File: src/hdl/jsu_pkg.sv
`timescale 1ns / 1ps
// ----------------------------------------------------------------------------
// jsu_pkg
// Shared types and codes for the JSON string unescaper: decoder modes,
// character codes, UTF-8 lead and continuation marks, and the result record.
// ----------------------------------------------------------------------------
package jsu_pkg;

   typedef enum logic [2:0] {
      MODE_NORMAL = 3'd0,
      MODE_ESCAPE = 3'd1,
      MODE_HEX0   = 3'd2,
      MODE_HEX1   = 3'd3,
      MODE_HEX2   = 3'd4,
      MODE_HEX3   = 3'd5
   } mode_type;

   localparam logic [7:0] CHAR_NUL       = 8'h00;
   localparam logic [7:0] CHAR_QUOTE     = 8'h22;
   localparam logic [7:0] CHAR_BACKSLASH = 8'h5C;
   localparam logic [7:0] CHAR_U         = 8'h75;
   localparam logic [7:0] CHAR_B         = 8'h62;
   localparam logic [7:0] CHAR_F         = 8'h66;
   localparam logic [7:0] CHAR_N         = 8'h6E;
   localparam logic [7:0] CHAR_R         = 8'h72;
   localparam logic [7:0] CHAR_T         = 8'h74;

   localparam logic [7:0] CTRL_BS  = 8'h08;
   localparam logic [7:0] CTRL_FF  = 8'h0C;
   localparam logic [7:0] CTRL_LF  = 8'h0A;
   localparam logic [7:0] CTRL_CR  = 8'h0D;
   localparam logic [7:0] CTRL_TAB = 8'h09;

   localparam logic [7:0]  UTF8_LEAD2 = 8'hC0;
   localparam logic [7:0]  UTF8_LEAD3 = 8'hE0;
   localparam logic [7:0]  UTF8_CONT  = 8'h80;
   localparam logic [15:0] CP_LIMIT1  = 16'h0080;
   localparam logic [15:0] CP_LIMIT2  = 16'h0800;

   typedef struct packed {
      logic [7:0] out_byte0;
      logic [7:0] out_byte1;
      logic [7:0] out_byte2;
      logic [1:0] out_count;
      logic       string_done;
      logic       error_flag;
   } result_type;

   typedef struct packed {
      mode_type    mode;
      logic [15:0] acc;
   } state_type;

endpackage

File: src/hdl/jsu_decode.sv
`timescale 1ns / 1ps
// ----------------------------------------------------------------------------
// jsu_decode
// Combinational decode of one string-body byte against the current decoder
// state: escape handling, hex digit gathering and UTF-8 encoding.
// ----------------------------------------------------------------------------
module jsu_decode (
   input  logic [7:0]          in_byte,
   input  jsu_pkg::state_type  state_cur,
   output jsu_pkg::state_type  state_nxt,
   output jsu_pkg::result_type result
);
   import jsu_pkg::*;

   logic [3:0]  hex_digit;
   logic [15:0] cp;

   // Anything that is not a hex digit counts as zero.
   always_comb begin
      if (in_byte >= 8'h30 && in_byte <= 8'h39) begin
         hex_digit = 4'(in_byte - 8'h30);
      end else if (in_byte >= 8'h61 && in_byte <= 8'h66) begin
         hex_digit = 4'(in_byte - 8'h57);
      end else if (in_byte >= 8'h41 && in_byte <= 8'h46) begin
         hex_digit = 4'(in_byte - 8'h37);
      end else begin
         hex_digit = 4'd0;
      end
   end

   assign cp = {state_cur.acc[11:0], hex_digit};

   always_comb begin
      result    = '0;
      state_nxt = state_cur;
      if (in_byte == CHAR_NUL) begin
         result.error_flag = 1'b1;
         state_nxt.mode    = MODE_NORMAL;
         state_nxt.acc     = '0;
      end else begin
         case (state_cur.mode)
            MODE_ESCAPE: begin
               if (in_byte == CHAR_U) begin
                  state_nxt.mode = MODE_HEX0;
                  state_nxt.acc  = '0;
               end else begin
                  case (in_byte)
                     CHAR_B:  result.out_byte0 = CTRL_BS;
                     CHAR_F:  result.out_byte0 = CTRL_FF;
                     CHAR_N:  result.out_byte0 = CTRL_LF;
                     CHAR_R:  result.out_byte0 = CTRL_CR;
                     CHAR_T:  result.out_byte0 = CTRL_TAB;
                     default: result.out_byte0 = in_byte;
                  endcase
                  result.out_count = 2'd1;
                  state_nxt.mode   = MODE_NORMAL;
               end
            end
            MODE_HEX0: begin
               state_nxt.acc  = cp;
               state_nxt.mode = MODE_HEX1;
            end
            MODE_HEX1: begin
               state_nxt.acc  = cp;
               state_nxt.mode = MODE_HEX2;
            end
            MODE_HEX2: begin
               state_nxt.acc  = cp;
               state_nxt.mode = MODE_HEX3;
            end
            MODE_HEX3: begin
               if (cp < CP_LIMIT1) begin
                  result.out_byte0 = cp[7:0];
                  result.out_count = 2'd1;
               end else if (cp < CP_LIMIT2) begin
                  result.out_byte0 = UTF8_LEAD2 | {3'b000, cp[10:6]};
                  result.out_byte1 = UTF8_CONT | {2'b00, cp[5:0]};
                  result.out_count = 2'd2;
               end else begin
                  result.out_byte0 = UTF8_LEAD3 | {4'b0000, cp[15:12]};
                  result.out_byte1 = UTF8_CONT | {2'b00, cp[11:6]};
                  result.out_byte2 = UTF8_CONT | {2'b00, cp[5:0]};
                  result.out_count = 2'd3;
               end
               state_nxt.mode = MODE_NORMAL;
               state_nxt.acc  = '0;
            end
            default: begin
               if (in_byte == CHAR_QUOTE) begin
                  result.string_done = 1'b1;
                  state_nxt.mode     = MODE_NORMAL;
                  state_nxt.acc      = '0;
               end else if (in_byte == CHAR_BACKSLASH) begin
                  state_nxt.mode = MODE_ESCAPE;
               end else begin
                  result.out_byte0 = in_byte;
                  result.out_count = 2'd1;
                  state_nxt.mode   = MODE_NORMAL;
               end
            end
         endcase
      end
   end

endmodule

File: src/hdl/json_string_unescape_utf8.sv
`timescale 1ns / 1ps
// ----------------------------------------------------------------------------
// json_string_unescape_utf8
// Streaming JSON string-body unescaper with UTF-8 output.
// ----------------------------------------------------------------------------
// Feed the bytes of a JSON string body, starting just after the opening
// quote, one byte per req beat; every beat yields exactly one rsp beat with
// zero to three decoded bytes plus end-of-string and error flags. The block
// takes one beat per clock cycle while rsp does not hold it back. A beat
// passes through the input register and then the result register, with the
// decoder and its small mode/code-point state update between them.
// Backpressure on rsp stalls both stages; a new beat is still taken while a
// result waits if the input register is free.
module json_string_unescape_utf8 (
   input  logic       clock,
   input  logic       reset,
   input  logic       req_valid,
   output logic       req_ready,
   input  logic [7:0] req_in_byte,
   output logic       rsp_valid,
   input  logic       rsp_ready,
   output logic [7:0] rsp_out_byte0,
   output logic [7:0] rsp_out_byte1,
   output logic [7:0] rsp_out_byte2,
   output logic [1:0] rsp_out_count,
   output logic       rsp_string_done,
   output logic       rsp_error_flag
);
   import jsu_pkg::*;

   logic       s1_valid_ff;
   logic [7:0] s1_byte_ff;
   logic       rsp_valid_ff;
   result_type rsp_ff;
   result_type rsp_in;
   state_type  state_ff;
   state_type  state_in;
   logic       out_open;

   assign out_open  = !rsp_valid_ff || rsp_ready;
   assign req_ready = !s1_valid_ff || out_open;

   jsu_decode u_decode (
      .in_byte   (s1_byte_ff),
      .state_cur (state_ff),
      .state_nxt (state_in),
      .result    (rsp_in)
   );

   always_ff @(posedge clock) begin
      if (reset) begin
         s1_valid_ff    <= 1'b0;
         rsp_valid_ff   <= 1'b0;
         state_ff.mode  <= MODE_NORMAL;
         state_ff.acc   <= '0;
      end else begin
         if (req_ready) begin
            s1_valid_ff <= req_valid;
         end
         if (out_open) begin
            rsp_valid_ff <= s1_valid_ff;
            // The decoder state advances only when its beat moves on.
            if (s1_valid_ff) begin
               state_ff <= state_in;
            end
         end
      end
   end

   always_ff @(posedge clock) begin
      if (req_valid && req_ready) begin
         s1_byte_ff <= req_in_byte;
      end
      if (out_open && s1_valid_ff) begin
         rsp_ff <= rsp_in;
      end
   end

   assign rsp_valid       = rsp_valid_ff;
   assign rsp_out_byte0   = rsp_ff.out_byte0;
   assign rsp_out_byte1   = rsp_ff.out_byte1;
   assign rsp_out_byte2   = rsp_ff.out_byte2;
   assign rsp_out_count   = rsp_ff.out_count;
   assign rsp_string_done = rsp_ff.string_done;
   assign rsp_error_flag  = rsp_ff.error_flag;

endmodule

File: config.mk
export PLATFORM = sky130hd
export DESIGN_NAME = json_string_unescape_utf8
export DESIGN_NICKNAME = d
export VERILOG_FILES = /design/src/hdl/jsu_pkg.sv /design/src/hdl/jsu_decode.sv /design/src/hdl/json_string_unescape_utf8.sv
export SDC_FILE = /design/constraint.sdc
export NUM_CORES = 1
export LEC_CHECK = 0
export ABC_AREA = 1
export BUFFER_PORTS_ARGS = -buffer_cell sky130_fd_sc_hd__clkbuf_2
export CELL_PAD_IN_SITES_DETAIL_PLACEMENT = 0
export CELL_PAD_IN_SITES_GLOBAL_PLACEMENT = 2
export CORE_MARGIN = 1
export CORE_UTILIZATION = 30
export CTS_CLUSTER_SIZE = 14
export DETAILED_ROUTE_END_ITERATION = 6
export PLACE_DENSITY = 0.71
export SLEW_MARGIN = 20
export SYNTH_ARGS = -nofsm -noshare
export SYNTH_HDL_FRONTEND = slang
export SYNTH_SLANG_ARGS = --single-unit
File: constraint.sdc
create_clock -name clock -period 5.8 [get_ports clock]
set_input_delay 0.58 -clock clock [delete_from_list [all_inputs] [get_ports clock]]
set_output_delay 0.58 -clock clock [all_outputs]
set_load 0.02 [all_outputs]
==> impl.org, run 1 <==
** Yosys
- Post-Synthesis Mean Instance Area :: 8.18 um^2
- Distinct cell type count of the synthesized netlist :: 32
- The fraction of the mapped netlist area in compound gates came to 0.0800.
- In the synthesized netlist the async set-or-reset flop fraction comes to 0.
- During synthesis, Yosys emitted a total of 0 warnings.
- Synthesis produced a netlist whose cell count is 329.
- Counting flops with a built-in enable in the synthesized netlist gives 34.
- Largest family of logic cells by synthesized area :: simple AND/OR/NAND/NOR gates
- The share of synthesized area in the top cell type comes to 0.379.
- Measured against the total synthesized area, the mux share comes to 0.
- Of the total synthesized cell area, the portion taken by XOR and XNOR cells is 0.
- Summing every instance area after synthesis gives 2690 um^2.
- Number of synthesized register bits :: 51
- Post-synth top flop :: sky130_fd_sc_hd__edfxtp_1
- Sequential fraction of the synthesis area :: 0.506
- After synthesis, the cell types taking the most area are sky130_fd_sc_hd__edfxtp_1, sky130_fd_sc_hd__dfxtp_1, sky130_fd_sc_hd__nand2_1, sky130_fd_sc_hd__nand3_1, sky130_fd_sc_hd__inv_1.
- Post-Synth Adder-Cell Area :: 0.0186
- sky130_fd_sc_hd__edfxtp_1 takes more of the synthesized area than any other cell.
- Of the total synthesized cell area, the portion taken by AND, OR, NAND and NOR gates is 0.306.

** Critical path
- The worst setup path is launched from a flip-flop.
- The worst register-to-register path has a depth of 15.
- Nature of the critical path endpoint :: flip-flop
- Data required time of the worst path :: 5.87 ns
- In this run the critical register-to-register path is captured at rsp_out_byte0[2].
- Setup slack on the worst reg-to-reg path comes out at 3.49 ns.
- In this run the worst path has a maximum fanout of 6.
- At the worst endpoint, the arrival time is 2.38 ns.
- The worst register-to-register path begins at s1_byte_ff[0].
- The critical path is of the flip-flop to flip-flop type.

** Floorplanning
- In this run the horizontal extent of the chip is 96.7 um.
- The initial utilization of the core area, before any placement, comes to 0.309.
- Ports :: 42
- Placeable core region :: 8720 um^2
- The floorplan has 34 rows.
- Measured along the y axis, the die boundary spans 96.7 um.
- Die Area :: 9350 um^2

** Clock network
- Clock tree from TritonCTS :: built
- Post-CTS Resized :: 0
- In this run the deepest clock path goes through 2 buffers.
- Deepest level of the CTS H-tree :: 2
- Number of buffers inserted during clock tree synthesis :: 5
- Worst-skew pair later-pin latency :: 0.31 ns
- In this run the post-CTS setup repair buffer count came out at 0.
- CTS root buf :: sky130_fd_sc_hd__clkbuf_8
- Hold buffers post-CTS :: 0
- Clk sink count :: 51
- Clock-pin slew was measured on the worst setup and hold paths at 0.09 ns.

** Detailed routing
- After detailed routing, the number of remaining DRC violations is 0.
- Via-per-instance ratio :: 4.62
- In the final routed layout, each cell accounts on average for 13.5 um.
- The first routing iteration left 100 violations.
- Number of iterations in the first detailed-routing pass :: 4
- Antenna violation net count after detailed routing :: 0
- Detailed routing inserted a total of 2206 vias.
- Post-Route WL :: 6460 um

** GRT
- Maximum number of pins on one net before global-route repair :: 29
- In the global route stage, overall resource usage came out at 0.146.
- In the global route stage, met1 resource usage came out at 0.204.
- GR peak layer :: met2
- Global-route wire length before repair :: 10900 um
- For this run the aggregate overflow at the end of global routing stands at 0.
- Number of global-route vias before repair :: 2181
- In the global route stage, met3 resource usage came out at 0.0282.
- For this run, global-route usage on met2 was measured as 0.233.
- Number of antenna violations at the first check in global routing :: 0

** Layout
- Seq. cell area :: 1360 um^2
- The net count of the finished layout is 384.
- Filler cell count :: 930
- Most used cells in the layout excluding fill and tap cells :: sky130_fd_sc_hd__nand2_1, sky130_fd_sc_hd__inv_1, sky130_fd_sc_hd__clkbuf_2
- Leaving out fill and tap cells, the most frequent cell in the layout is sky130_fd_sc_hd__nand2_1.
- Antenna diodes :: 0
- Compared with the post-synthesis result, the final layout area differs by 13.4%.
- Fraction of the core area covered by cells at the end of the flow :: 0.350
- Proportion of layout cells with a drive suffix above 1 :: 0.184
- Area taken by multi-input logic gates :: 1100 um^2

** Worst hold path
- The worst hold path begins at req_in_byte[6].
- The worst hold path terminates at s1_byte_ff[6].
- Depth of the worst hold-timing path :: 1
- Min-Delay Path Class :: input pin to flip-flop

** Timing
- Worst Tran Pin Value :: 0.958 ns
- Worst Clk Skew :: 0.0230 ns
- Number of max-slew violations in the final report :: 0
- Total setup violations reported at the end of the flow :: 0
- Max Freq :: 432 MHz
- Adding up every negative setup slack in the final design gives 0 ns.
- Min setup slack post-route :: 3.49 ns
- Total count of hold-check failures in the final report :: 0
- Setup repair after global routing missed its margin :: false
- The tightest hold path in the finished design has a slack of 0.455 ns.
- Relative max-transition margin :: 0.357
- Final Cycle Share :: 0.399
- Final critical-path required period :: 2.31 ns

** Pwr
- Sequential cell fraction of total power :: 0.608
- Switching share of power :: 0.254
- Leakage :: 1.25 nW
- Internal portion of total power :: 0.503 mW
- Combinational Power Share :: 0.090
- The share of total power dissipated in the clock network is 0.301.
- Across the VDD grid, the largest voltage drop is 0.0937 mV.
- Power spread over the standard cell area amounts to 221 nW/um^2.
- In this run the power spent charging and discharging nets is 0.171 mW.

** Placement
- Count of input and output buffers :: 39
- Summed over all nets, the half-perimeter wirelength after detailed placement is 5090 um.
- Routability congestion estimate :: 0.796
- Pre-CTS setup slack :: 3.03 ns

** Status
- The run finished with clean final reports.

** Flow run
- Max-cap violations in this run came to 0.
## logic make-up (layout without fill, tap and decap cells)
logic type               count (synthesis)  count (layout)
adder cells (fa/ha/maj)                  4               4
other                                    1               2
flip-flops                              51              51
buffers and inverters                   55              94
AO/OA/AOI/OAI                           40              40
AND/OR/NAND/NOR                        178             178
## Yosys cell counts (2+ instances only)
cell type,n
sky130_fd_sc_hd__nand2_1,88
sky130_fd_sc_hd__inv_1,43
sky130_fd_sc_hd__edfxtp_1,34
sky130_fd_sc_hd__nand3_1,34
sky130_fd_sc_hd__nor2_1,31
sky130_fd_sc_hd__a21oi_1,22
sky130_fd_sc_hd__dfxtp_1,17
sky130_fd_sc_hd__o21ai_0,8
sky130_fd_sc_hd__nand4_1,7
sky130_fd_sc_hd__nor2_2,6
sky130_fd_sc_hd__ha_1,4
sky130_fd_sc_hd__buf_4,3
sky130_fd_sc_hd__inv_2,3
sky130_fd_sc_hd__nand2_2,3
sky130_fd_sc_hd__nor3_4,3
sky130_fd_sc_hd__o21ai_1,3
sky130_fd_sc_hd__o22ai_1,3
sky130_fd_sc_hd__buf_6,2
sky130_fd_sc_hd__nor2_4,2
## critical path: stages, from the launching register on
cell and delay (ns):
sky130_fd_sc_hd__edfxtp_1 0.51, sky130_fd_sc_hd__inv_1 0.24, sky130_fd_sc_hd__ha_1 0.27, sky130_fd_sc_hd__inv_1 0.08, sky130_fd_sc_hd__nand2_1 0.06, sky130_fd_sc_hd__nand2_1 0.05
sky130_fd_sc_hd__nand2_1 0.10, sky130_fd_sc_hd__nand2_1 0.12, sky130_fd_sc_hd__nand2_1 0.09, sky130_fd_sc_hd__nand2_1 0.06, sky130_fd_sc_hd__nand3_1 0.17, sky130_fd_sc_hd__nand2_1 0.07
sky130_fd_sc_hd__nand2_1 0.09, sky130_fd_sc_hd__nand3_1 0.07, sky130_fd_sc_hd__nand2_1 0.07, sky130_fd_sc_hd__inv_1 0.05
## worst max-delay path by stage
| stage | startpoint | to | slack (ns) | cells past startpoint |
|---|---|---|---|---|
| floorplan | rsp_ready | state_ff[3] | 3.74 | 9 |
| global placement | rsp_ready | state_ff[2] | 3.18 | 9 |
| detailed placement | rsp_ready | state_ff[1] | 3.03 | 9 |
| CTS | rsp_ready | state_ff[1] | 3.36 | 9 |
| global route | rsp_ready | state_ff[1] | 3.20 | 8 |
| finish | s1_byte_ff[0] | rsp_out_byte0[2] | 3.49 | 15 |
## routing by layer
metal / part of all wire / vias up
met5: 0 / -
li1: - / 1148
met2: 0.45 / 53
met4: 0.0094 / 0
met3: 0.035 / 7
met1: 0.50 / 998
## sequential cells by signal (all words and copies together), names as in the netlist
name and count:
rsp_string_done 1, rsp_valid 1, s1_valid_ff 1, rsp_out_byte0 8, state_ff 15, rsp_out_byte1 7, rsp_out_byte2 7, s1_byte_ff 8
rsp_error_flag 1, rsp_out_count 2
## power groups by stage
| stage | registers, mW | logic [mW] | clock network (mW) |
|---|---|---|---|
| 3_5_place_dp | 0.419 | 0.0616 | 0 |
| 6_report | 0.410 | 0.0610 | 0.203 |
| 2_1_floorplan | 0.427 | 0.0334 | 0 |
| 3_3_place_gp | 0.418 | 0.0617 | 0 |
| 4_1_cts | 0.410 | 0.0618 | 0.207 |
| 5_1_grt | 0.412 | 0.0688 | 0.223 |
## final cells by class
| type | instances | area share |
|---|---|---|
| inverter | 47 | 0.0586 |
| sequential | 51 | 0.446 |
| clock buffer | 6 | 0.0238 |
| tap | 108 | 0.0443 |
| clock inverter | 2 | 0.00410 |
| multi-input combinational | 224 | 0.359 |
| timing repair buffer | 39 | 0.0639 |
## per-stage QoR
stage / instances / area (um^2) / power [mW]
after detailed placement: 469 / 2970 / 0.480
after floorplan: 330 / 2700 / 0.460
after global placement: 469 / 2970 / 0.480
after CTS: 477 / 3050 / 0.679
after global routing: 477 / 3050 / 0.704
final: 477 / 3050 / 0.674
Note: power is estimated with default switching activity, not from simulation.
==> inputs of run 2 (changes only) <==
Settings changed: ABC_AREA 1 to 0, PLACE_DENSITY 0.71 to 0.68.
Clock period 5.8 ns to 2.3 ns, I/O delays scaled along.
==> run 2 against run 1 <==
Compared with the run above:
- wire length grew 5.4%
- area after synthesis decreased by 3.3%
- hold slack worse by 0.37 ns
- clock-buffer cell count is 1 lower
- non-clock buffer count grew 24
- final cell count shrank 12%
- setup slack worse by 3.4 ns
- fmax rose by 4.1%
- global-route usage up 1.0 points
==> impl.org, run 2 <==
** Placement
- Placed insts :: 410 (was 469)
- Routability congestion estimate :: 0.785 (was 0.796)
- Pre-CTS setup slack :: -0.0594 ns (was 3.03 ns)
- Half-perimeter wire length of the detailed placement result :: 5050 um (was 5090 um)
- Placed Area :: 3000 um^2 (was 2970 um^2)
- The count of buffers inserted at the top-level ports was 39 (unchanged).

** Timing
- Min setup slack post-route :: 0.0793 ns (was 3.49 ns)
- Setup repair after global routing missed its margin: false (unchanged).
- The final-layout setup total negative slack came to 0 ns (unchanged).
- Number of max-slew violations in the final report :: 0 (unchanged)
- Final critical-path required period :: 2.22 ns (was 2.31 ns)
- Final Cycle Share :: 0.966 (was 0.399)
- The max-slew headroom at the worst pin is 0.598 (was 0.357).
- Total setup violations reported at the end of the flow :: 0 (unchanged)
- The actual slew at the worst max-slew pin was 0.598 ns (was 0.958 ns).
- Worst Clk Skew :: 0.00800 ns (was 0.0230 ns)
- Smallest hold slack :: 0.0830 ns (was 0.455 ns)
- The number of failing hold endpoints at the final stage is 0 (unchanged).
- Max Freq :: 450 MHz (was 432 MHz)

** Yosys
- Count of mapped cells out of synthesis :: 261 (was 329)
- The cell type with the highest aggregate area in the netlist is sky130_fd_sc_hd__edfxtp_1 (unchanged).
- The number of distinct library cells after synthesis is 59 (was 32).
- Post-Synthesis Mean Instance Area :: 9.98 um^2 (was 8.18 um^2)
- The area share of the largest cell type after synthesis came to 0.392 (was 0.379).
- Post-synth top flop :: sky130_fd_sc_hd__edfxtp_1 (unchanged)
- Warnings, synthesis :: 0 (unchanged)
- Commonest cells in the synthesized netlist: sky130_fd_sc_hd__edfxtp_1, sky130_fd_sc_hd__nor2_1, sky130_fd_sc_hd__nand2_1 (was sky130_fd_sc_hd__nand2_1, sky130_fd_sc_hd__inv_1, sky130_fd_sc_hd__edfxtp_1, sky130_fd_sc_hd__nand3_1, sky130_fd_sc_hd__nor2_1).
- Cell types with the largest area share after synthesis: sky130_fd_sc_hd__edfxtp_1, sky130_fd_sc_hd__dfxtp_1, sky130_fd_sc_hd__nor2_1, sky130_fd_sc_hd__nand2_1, sky130_fd_sc_hd__nand2b_1 (was sky130_fd_sc_hd__edfxtp_1, sky130_fd_sc_hd__dfxtp_1, sky130_fd_sc_hd__nand2_1, sky130_fd_sc_hd__nand3_1, sky130_fd_sc_hd__inv_1).
- The fraction of synthesis flops using an asynchronous set or reset pin was 0 (unchanged).
- Number of synthesized register bits :: 51 (unchanged)
- Number of synthesized flops with an enable pin :: 34 (unchanged)
- Netlist area before placement :: 2600 um^2 (was 2690 um^2)
- Sequential fraction of the synthesis area :: 0.523 (was 0.506)
- The cell with the most instances after synthesis is sky130_fd_sc_hd__edfxtp_1 (was sky130_fd_sc_hd__nand2_1).

** Detailed routing
- Wire length per cell :: 16.2 um (was 13.5 um)
- The number of violations reported at the end of detailed-routing iteration 0 is 102 (was 100).
- The total vias in the final route was 2181 (was 2206).
- The post-route antenna net violation count was 0 (unchanged).
- The number of vias per cell after detailed routing came to 5.18 (was 4.62).
- The detailed-routing iteration count for the pre-antenna-repair pass came to 4 (unchanged).
- Remaining design rule violation count :: 0 (unchanged)
- The total wire length came to 6800 um (was 6460 um).

** Layout
- Relative area change from synthesis to final layout :: 20.2% (was 13.4%)
- The final design instance area without fill was 3130 um^2 (was 3050 um^2).
- The leading cell type in the layout, fill and taps excluded is sky130_fd_sc_hd__clkbuf_2 (was sky130_fd_sc_hd__nand2_1).
- Nets@finish :: 331 (was 384)
- Most used cells in the layout excluding fill and tap cells: sky130_fd_sc_hd__clkbuf_2, sky130_fd_sc_hd__edfxtp_1, sky130_fd_sc_hd__nor2_1 (was sky130_fd_sc_hd__nand2_1, sky130_fd_sc_hd__inv_1, sky130_fd_sc_hd__clkbuf_2).
- Filler cell count :: 861 (was 930)
- The number of standard cells in the final layout excluding fillers was 421 (was 477).
- The flip-flop count of the largest register, all copies and words added came to 15 (unchanged).
- Antenna diodes :: 0 (unchanged)
- The share of cells above drive strength 1 was 0.263 (was 0.184).
- Register with the highest flop count :: state_ff (unchanged)

** Clock network
- Worst-skew pair later-pin latency :: 0.31 ns (about the same)
- The number of buffers inserted during clock tree synthesis came to 5 (unchanged).
- Number of buffers on the longest clock path :: 2 (unchanged)
- The clock tree from TritonCTS is built (unchanged).
- Clock slew seen by the registers of the worst setup and hold paths :: 0.10 ns (was 0.09 ns)
- Clk sink count :: 51 (unchanged)
- The cell chosen for the clock root was sky130_fd_sc_hd__clkbuf_8 (unchanged).
- The post-cts hold buffer count is 0 (unchanged).
- The H-tree level count is 2 (unchanged).

** GRT
- The via count of the first global-routing pass was 2018 (was 2181).
- Gr ovfl total :: 0 (unchanged)
- Maximum number of pins on one net before global-route repair :: 26 (was 29)
- Total routing resource utilization after global routing :: 0.157 (was 0.146)
- Global-route wire length before repair :: 10600 um (was 10900 um)
- The number of antenna violations at the first check in global routing came to 0 (unchanged).

** Floorplanning
- The count of pins on the block boundary is 42 (unchanged).
- Die Area :: 9060 um^2 (was 9350 um^2)
- The height of the die was 95.2 um (was 96.7 um).
- The initial standard-cell utilization of the core came to 0.314 (was 0.309).
- The core box area came to 8300 um^2 (was 8720 um^2).
- The number of cell rows is 33 (was 34).
- The floorplan die width is 95.2 um (was 96.7 um).

** Pwr
- The power per cell area was 545 nW/um^2 (was 221 nW/um^2).
- Max rail drop VDD :: 0.171 mV (was 0.0937 mV)
- The cell leakage power was 1.20 nW (was 1.25 nW).

** Critical path
- Crit path launch type :: flip-flop (unchanged)
- Data required time of the worst path :: 2.33 ns (was 5.87 ns)
- Critical path data arrival time :: 2.25 ns (was 2.38 ns)
- The startpoint-to-endpoint class of the critical path is flip-flop to flip-flop (unchanged).
- Largest fanout on the critical path :: 11 (was 6)
- Nature of the critical path endpoint :: flip-flop (unchanged)

** Worst hold path
- The class of the tightest hold or removal check is input pin to flip-flop (unchanged).

** Flow run
- The number of violations of the max-capacitance limit is 0 (unchanged).

** Status
- Run status: finished clean (unchanged).
-- run 2: cells by family (layout without fill, tap and decap cells) --
logic type | Yosys count | in the layout | share of synthesized area
other cells | 1 | 2 | 0.00144
mux | 3 | 3 | 0.0120
simple gates | 111 | 111 | 0.226
buf+inv | 28 | 82 | 0.0567
flops | 51 | 51 | 0.523
compound gates | 62 | 62 | 0.159
fa+ha+maj | 4 | 4 | 0.0192
xor+xnor | 1 | 1 | 0.00336
-- run 2: area by class of cell --
class                   instances  area [um^2]  share of cell area
inverters                      11         46.3              0.0148
well taps                     105          131              0.0420
repair buffers                 63          388               0.124
clock inverters                 3         17.5             0.00560
multi-input cells             183         1120               0.357
flip-flops and latches         51         1360               0.435
clock buffers                   5         68.8              0.0220
-- run 2: path summary, 6_finish.rpt --
check | startpoint | end | slack, ns | cells past startpoint
worst max-delay path | s1_byte_ff[3] | rsp_out_byte0[1] | 0.08 | 6
worst min-delay path | req_in_byte[5] | s1_byte_ff[5] | 0.08 | 1
worst max register to register | s1_byte_ff[3] | rsp_out_byte0[1] | 0.08 | 6
worst min register to register | state_ff[1] | state_ff[5] | 0.50 | 2
-- run 2: repair_timing --
| action | 4_1_cts | 5_1_grt |
|---|---|---|
| gates resized for setup | 1 | 4 |
| buffers inserted | 2 | 1 |
| endpoints found under the setup margin | 1 | 5 |
-- run 2: per-stage QoR --
stage           util  power, mW
5_1_grt        0.377       1.77
4_1_cts        0.374       1.72
6_report       0.377       1.71
2_1_floorplan      -       1.14
3_3_place_gp   0.362       1.19
3_5_place_dp   0.362       1.19
-- run 2: per-layer routing --
metal | wire length, um | up-vias | global-route usage
met5 | 0 | - | 0
met4 | 180 | 0 | 0.0720
met3 | 305 | 18 | 0.0255
met2 | 3050 | 69 | 0.238
met1 | 3270 | 1036 | 0.217
li1 | - | 1058 | -
-- run 2: power breakdown --
group / internal [mW] / switching (mW)
logic: 0.0581 / 0.101
registers: 1.01 / 0.0141
clock network: 0.213 / 0.314
-- run 2: worst max-delay path: stages (launching register included) --
cell                       delay, ns
sky130_fd_sc_hd__edfxtp_1       0.43
sky130_fd_sc_hd__or4_4          0.57
sky130_fd_sc_hd__or3_4          0.43
sky130_fd_sc_hd__clkinv_4       0.12
sky130_fd_sc_hd__nor2_2         0.10
sky130_fd_sc_hd__o221ai_1       0.11
sky130_fd_sc_hd__o311ai_0       0.18
==> inputs of run 3 (changes only) <==
Settings changed: RECOVER_POWER from default to 100.
==> run 3 against run 2 <==
Compared with the run above:
- first-iteration DRC count decreased by 7.8%
- non-clock buffer count unchanged
- clock skew about the same
- global-route usage unchanged
- wire length increased by 0.35%
- clock power about the same
- design area decreased by 2.1%
- critical path type unchanged
- largest power group unchanged
==> impl.org, run 3 (synthesized netlist as in run 2, its figures left out) <==
** Detailed routing
- Wire length per cell :: 16.2 um (about the same)
- The detailed-route DRC error count is 0 (unchanged).
- The post-route antenna net violation count is 0 (unchanged).
- Detailed router's first-iteration violation count :: 94 (was 102)
- Post-Route WL :: 6830 um (was 6800 um)
- Via-per-instance ratio :: 5.13 (was 5.18)
- DR vias :: 2161 (was 2181)
- The detailed-routing iteration count for the pre-antenna-repair pass was 4 (unchanged).

** Timing
- Min setup slack post-route :: 0.0429 ns (was 0.0793 ns)
- The total of endpoints with negative setup slack in the final report came to 0 (unchanged).
- Smallest hold slack :: 0.0842 ns (was 0.0830 ns)
- Number of max-slew violations in the final report :: 0 (unchanged)
- Worst Tran Pin Value :: 0.636 ns (was 0.598 ns)
- Final critical-path required period :: 2.26 ns (was 2.22 ns)
- Relative max-transition margin :: 0.576 (was 0.598)
- The clock skew after layout was 0.00768 ns (was 0.00800 ns).
- The number of failing hold endpoints at the final stage was 0 (unchanged).
- Final Cycle Share :: 0.981 (was 0.966)
- The final-layout setup total negative slack is 0 ns (unchanged).
- The highest achievable clock rate is 443 MHz (was 450 MHz).

** Floorplanning
- The number of cell rows is 33 (unchanged).
- The count of pins on the block boundary is 42 (unchanged).
- Placeable core region :: 8300 um^2 (unchanged)
- Width of the die :: 95.2 um (unchanged)
- The initial standard-cell utilization of the core is 0.314 (unchanged).
- Die Area :: 9060 um^2 (unchanged)
- Vert. Die Dim :: 95.2 um (unchanged)

** Layout
- The number of nets in the final layout was 331 (unchanged).
- The share of cells above drive strength 1 came to 0.165 (was 0.263).
- The number of antenna cells inserted was 0 (unchanged).
- The filler cell count in the final layout came to 877 (was 861).
- Relative area change from synthesis to final layout :: 17.6% (was 20.2%)
- Register with the highest flop count :: state_ff (unchanged)
- Most used cells in the layout excluding fill and tap cells :: sky130_fd_sc_hd__edfxtp_1, sky130_fd_sc_hd__nor2_1, sky130_fd_sc_hd__clkbuf_1 (was sky130_fd_sc_hd__clkbuf_2, sky130_fd_sc_hd__edfxtp_1, sky130_fd_sc_hd__nor2_1)
- Most frequent standard cell in the layout excluding fill and tap cells :: sky130_fd_sc_hd__edfxtp_1 (was sky130_fd_sc_hd__clkbuf_2)
- The flip-flop count of the largest register, all copies and words added came to 15 (unchanged).

** Worst hold path
- The end of the worst hold path is s1_byte_ff[5] (unchanged).
- Min-Delay Path Class :: input pin to flip-flop (unchanged)
- The worst min-delay path startpoint was req_in_byte[5] (unchanged).
- The number of cells traversed by the worst hold path was 1 (unchanged).

** Pwr
- Combinational Power Share :: 0.090 (was 0.093)
- The clock share of power was 0.310 (was 0.309).
- Leakage :: 1.10 nW (was 1.20 nW)
- The total power came to 1.70 mW (was 1.71 mW).
- Sequential cell fraction of total power :: 0.600 (was 0.598)
- The net switching power is 0.429 mW (about the same).
- Switching share of power :: 0.252 (about the same)
- Internal portion of total power :: 1.27 mW (was 1.28 mW)
- Max rail drop VDD :: 0.170 mV (was 0.171 mV)
- The power per cell area was 555 nW/um^2 (was 545 nW/um^2).

** GRT
- Number of antenna violations at the first check in global routing :: 0 (unchanged)
- Gr ovfl total :: 0 (unchanged)
- The wire length of the first global-routing pass was 10600 um (unchanged).
- Total routing resource utilization after global routing :: 0.157 (unchanged)
- Maximum number of pins on one net before global-route repair :: 26 (unchanged)
- The via count of the first global-routing pass came to 2018 (unchanged).

** Clock network
- Deepest level of the CTS H-tree :: 2 (unchanged)
- Number of buffers on the longest clock path :: 2 (unchanged)
- The register clock-pin slew on the reported worst setup and hold paths is 0.10 ns (about the same).
- Hold buffers post-CTS :: 0 (unchanged)
- The clock tree from TritonCTS is built (unchanged).
- The number of sinks on the clock net was 51 (unchanged).
- The number of buffers inserted during clock tree synthesis is 5 (unchanged).
- Worst-skew pair later-pin latency :: 0.31 ns (about the same)
- CTS root buf :: sky130_fd_sc_hd__clkbuf_8 (unchanged)

** Critical path
- Worst-path cell chain: inv_1 -> ha_1 -> o21bai_1 -> a2111oi_2 -> buf_4 -> a32o_1 -> o221ai_1 -> o311ai_0 (was or4_4 -> or3_4 -> clkinv_4 -> nor2_2 -> o221ai_1 -> o311ai_0).
- The arrival time at the worst endpoint is 2.35 ns (was 2.25 ns).
- R2r worst-path depth :: 8 (was 6)
- The worst reg2reg path endpoint is rsp_out_byte0[1] (unchanged).
- The sort of element at the end of the critical path is a flip-flop (unchanged).
- The maximum net fanout on the critical path came to 4 (was 11).
- Data required time of the worst path :: 2.39 ns (was 2.33 ns)
- The beginning of the worst register-to-register path was s1_byte_ff[0] (was s1_byte_ff[3]).
- Worst setup path startpoint :: s1_byte_ff[0] (was s1_byte_ff[3])
- Worst setup path category :: flip-flop to flip-flop (unchanged)
- The peak per-stage delay on the critical path came to 0.44 ns (was 0.57 ns).
- Flop2flop setup slack :: 0.04 ns (was 0.08 ns)
- The startpoint kind of the worst setup timing path was a flip-flop (unchanged).
- Critical-path cell with the highest stage delay :: sky130_fd_sc_hd__edfxtp_1 (was sky130_fd_sc_hd__or4_4)

** Flow run
- The number of violations of the max-capacitance limit is 0 (unchanged).

** Placement
- The placed wire-length estimate is 5050 um (unchanged).
- Pre-CTS setup slack :: -0.0594 ns (unchanged)
- Count of input and output buffers :: 39 (unchanged)
- Routability congestion estimate :: 0.785 (unchanged)

** Status
- Run status :: finished clean (unchanged)
## run 3: layout make-up
cell class              instances  area [um^2]  area share
clock buffers                   5         68.8      0.0225
clock inverters                 3         17.5     0.00572
inverters                      11         46.3      0.0151
multi-input cells             183         1110       0.363
flip-flops and latches         51         1360       0.444
well taps                     105          131      0.0429
repair buffers                 63          327       0.107
## run 3: what timing repair did
item                       4_1_cts  5_1_grt
buffers inserted                 2        1
resized for setup                1        4
pin swaps                        0        0
gates cloned                     0        0
setup endpoints to repair        1        5
## run 3: worst max path at each step
stage | end | slack [ns] | cells past startpoint
floorplan | rsp_out_byte0[3] | 0.20 | 8
global placement | rsp_out_byte0[1] | -0.02 | 8
detailed placement | rsp_out_byte0[1] | -0.06 | 8
CTS | rsp_out_byte0[1] | 0.03 | 8
global route | rsp_out_byte1[1] | -0.01 | 9
finish | rsp_out_byte0[1] | 0.04 | 8
## run 3: layer usage
| metal | up-vias | track usage | part of all wire |
|---|---|---|---|
| met5 | - | 0 | 0 |
| met3 | 12 | 0.0255 | 0.056 |
| met1 | 1019 | 0.217 | 0.48 |
| met4 | 0 | 0.0720 | 0.020 |
| li1 | 1057 | - | - |
| met2 | 73 | 0.238 | 0.45 |
## run 3: worst max-delay path, delay by kind of cell, from the launching register on
family / cells / cell delay, ns
buffers and inverters: 2 / 0.32
AO/OA/AOI/OAI: 5 / 1.01
adder cells (fa/ha/maj): 1 / 0.26
flip-flops: 1 / 0.44
## run 3: power groups by stage
stage,Clock (mW),Combinational [mW],Sequential [mW]
floorplan,0,0.0724,1.06
global placement,0,0.151,1.04
detailed placement,0,0.152,1.04
CTS,0.542,0.156,1.02
global route,0.574,0.165,1.02
finish,0.527,0.152,1.02
## run 3: through the flow
step / utilization / instance area [um^2] / cells
6_report: 0.369 / 3060 / 421
3_3_place_gp: 0.362 / 3000 / 410
4_1_cts: 0.374 / 3110 / 420
5_1_grt: 0.369 / 3060 / 421
3_5_place_dp: 0.362 / 3000 / 410
2_1_floorplan: - / 2610 / 262
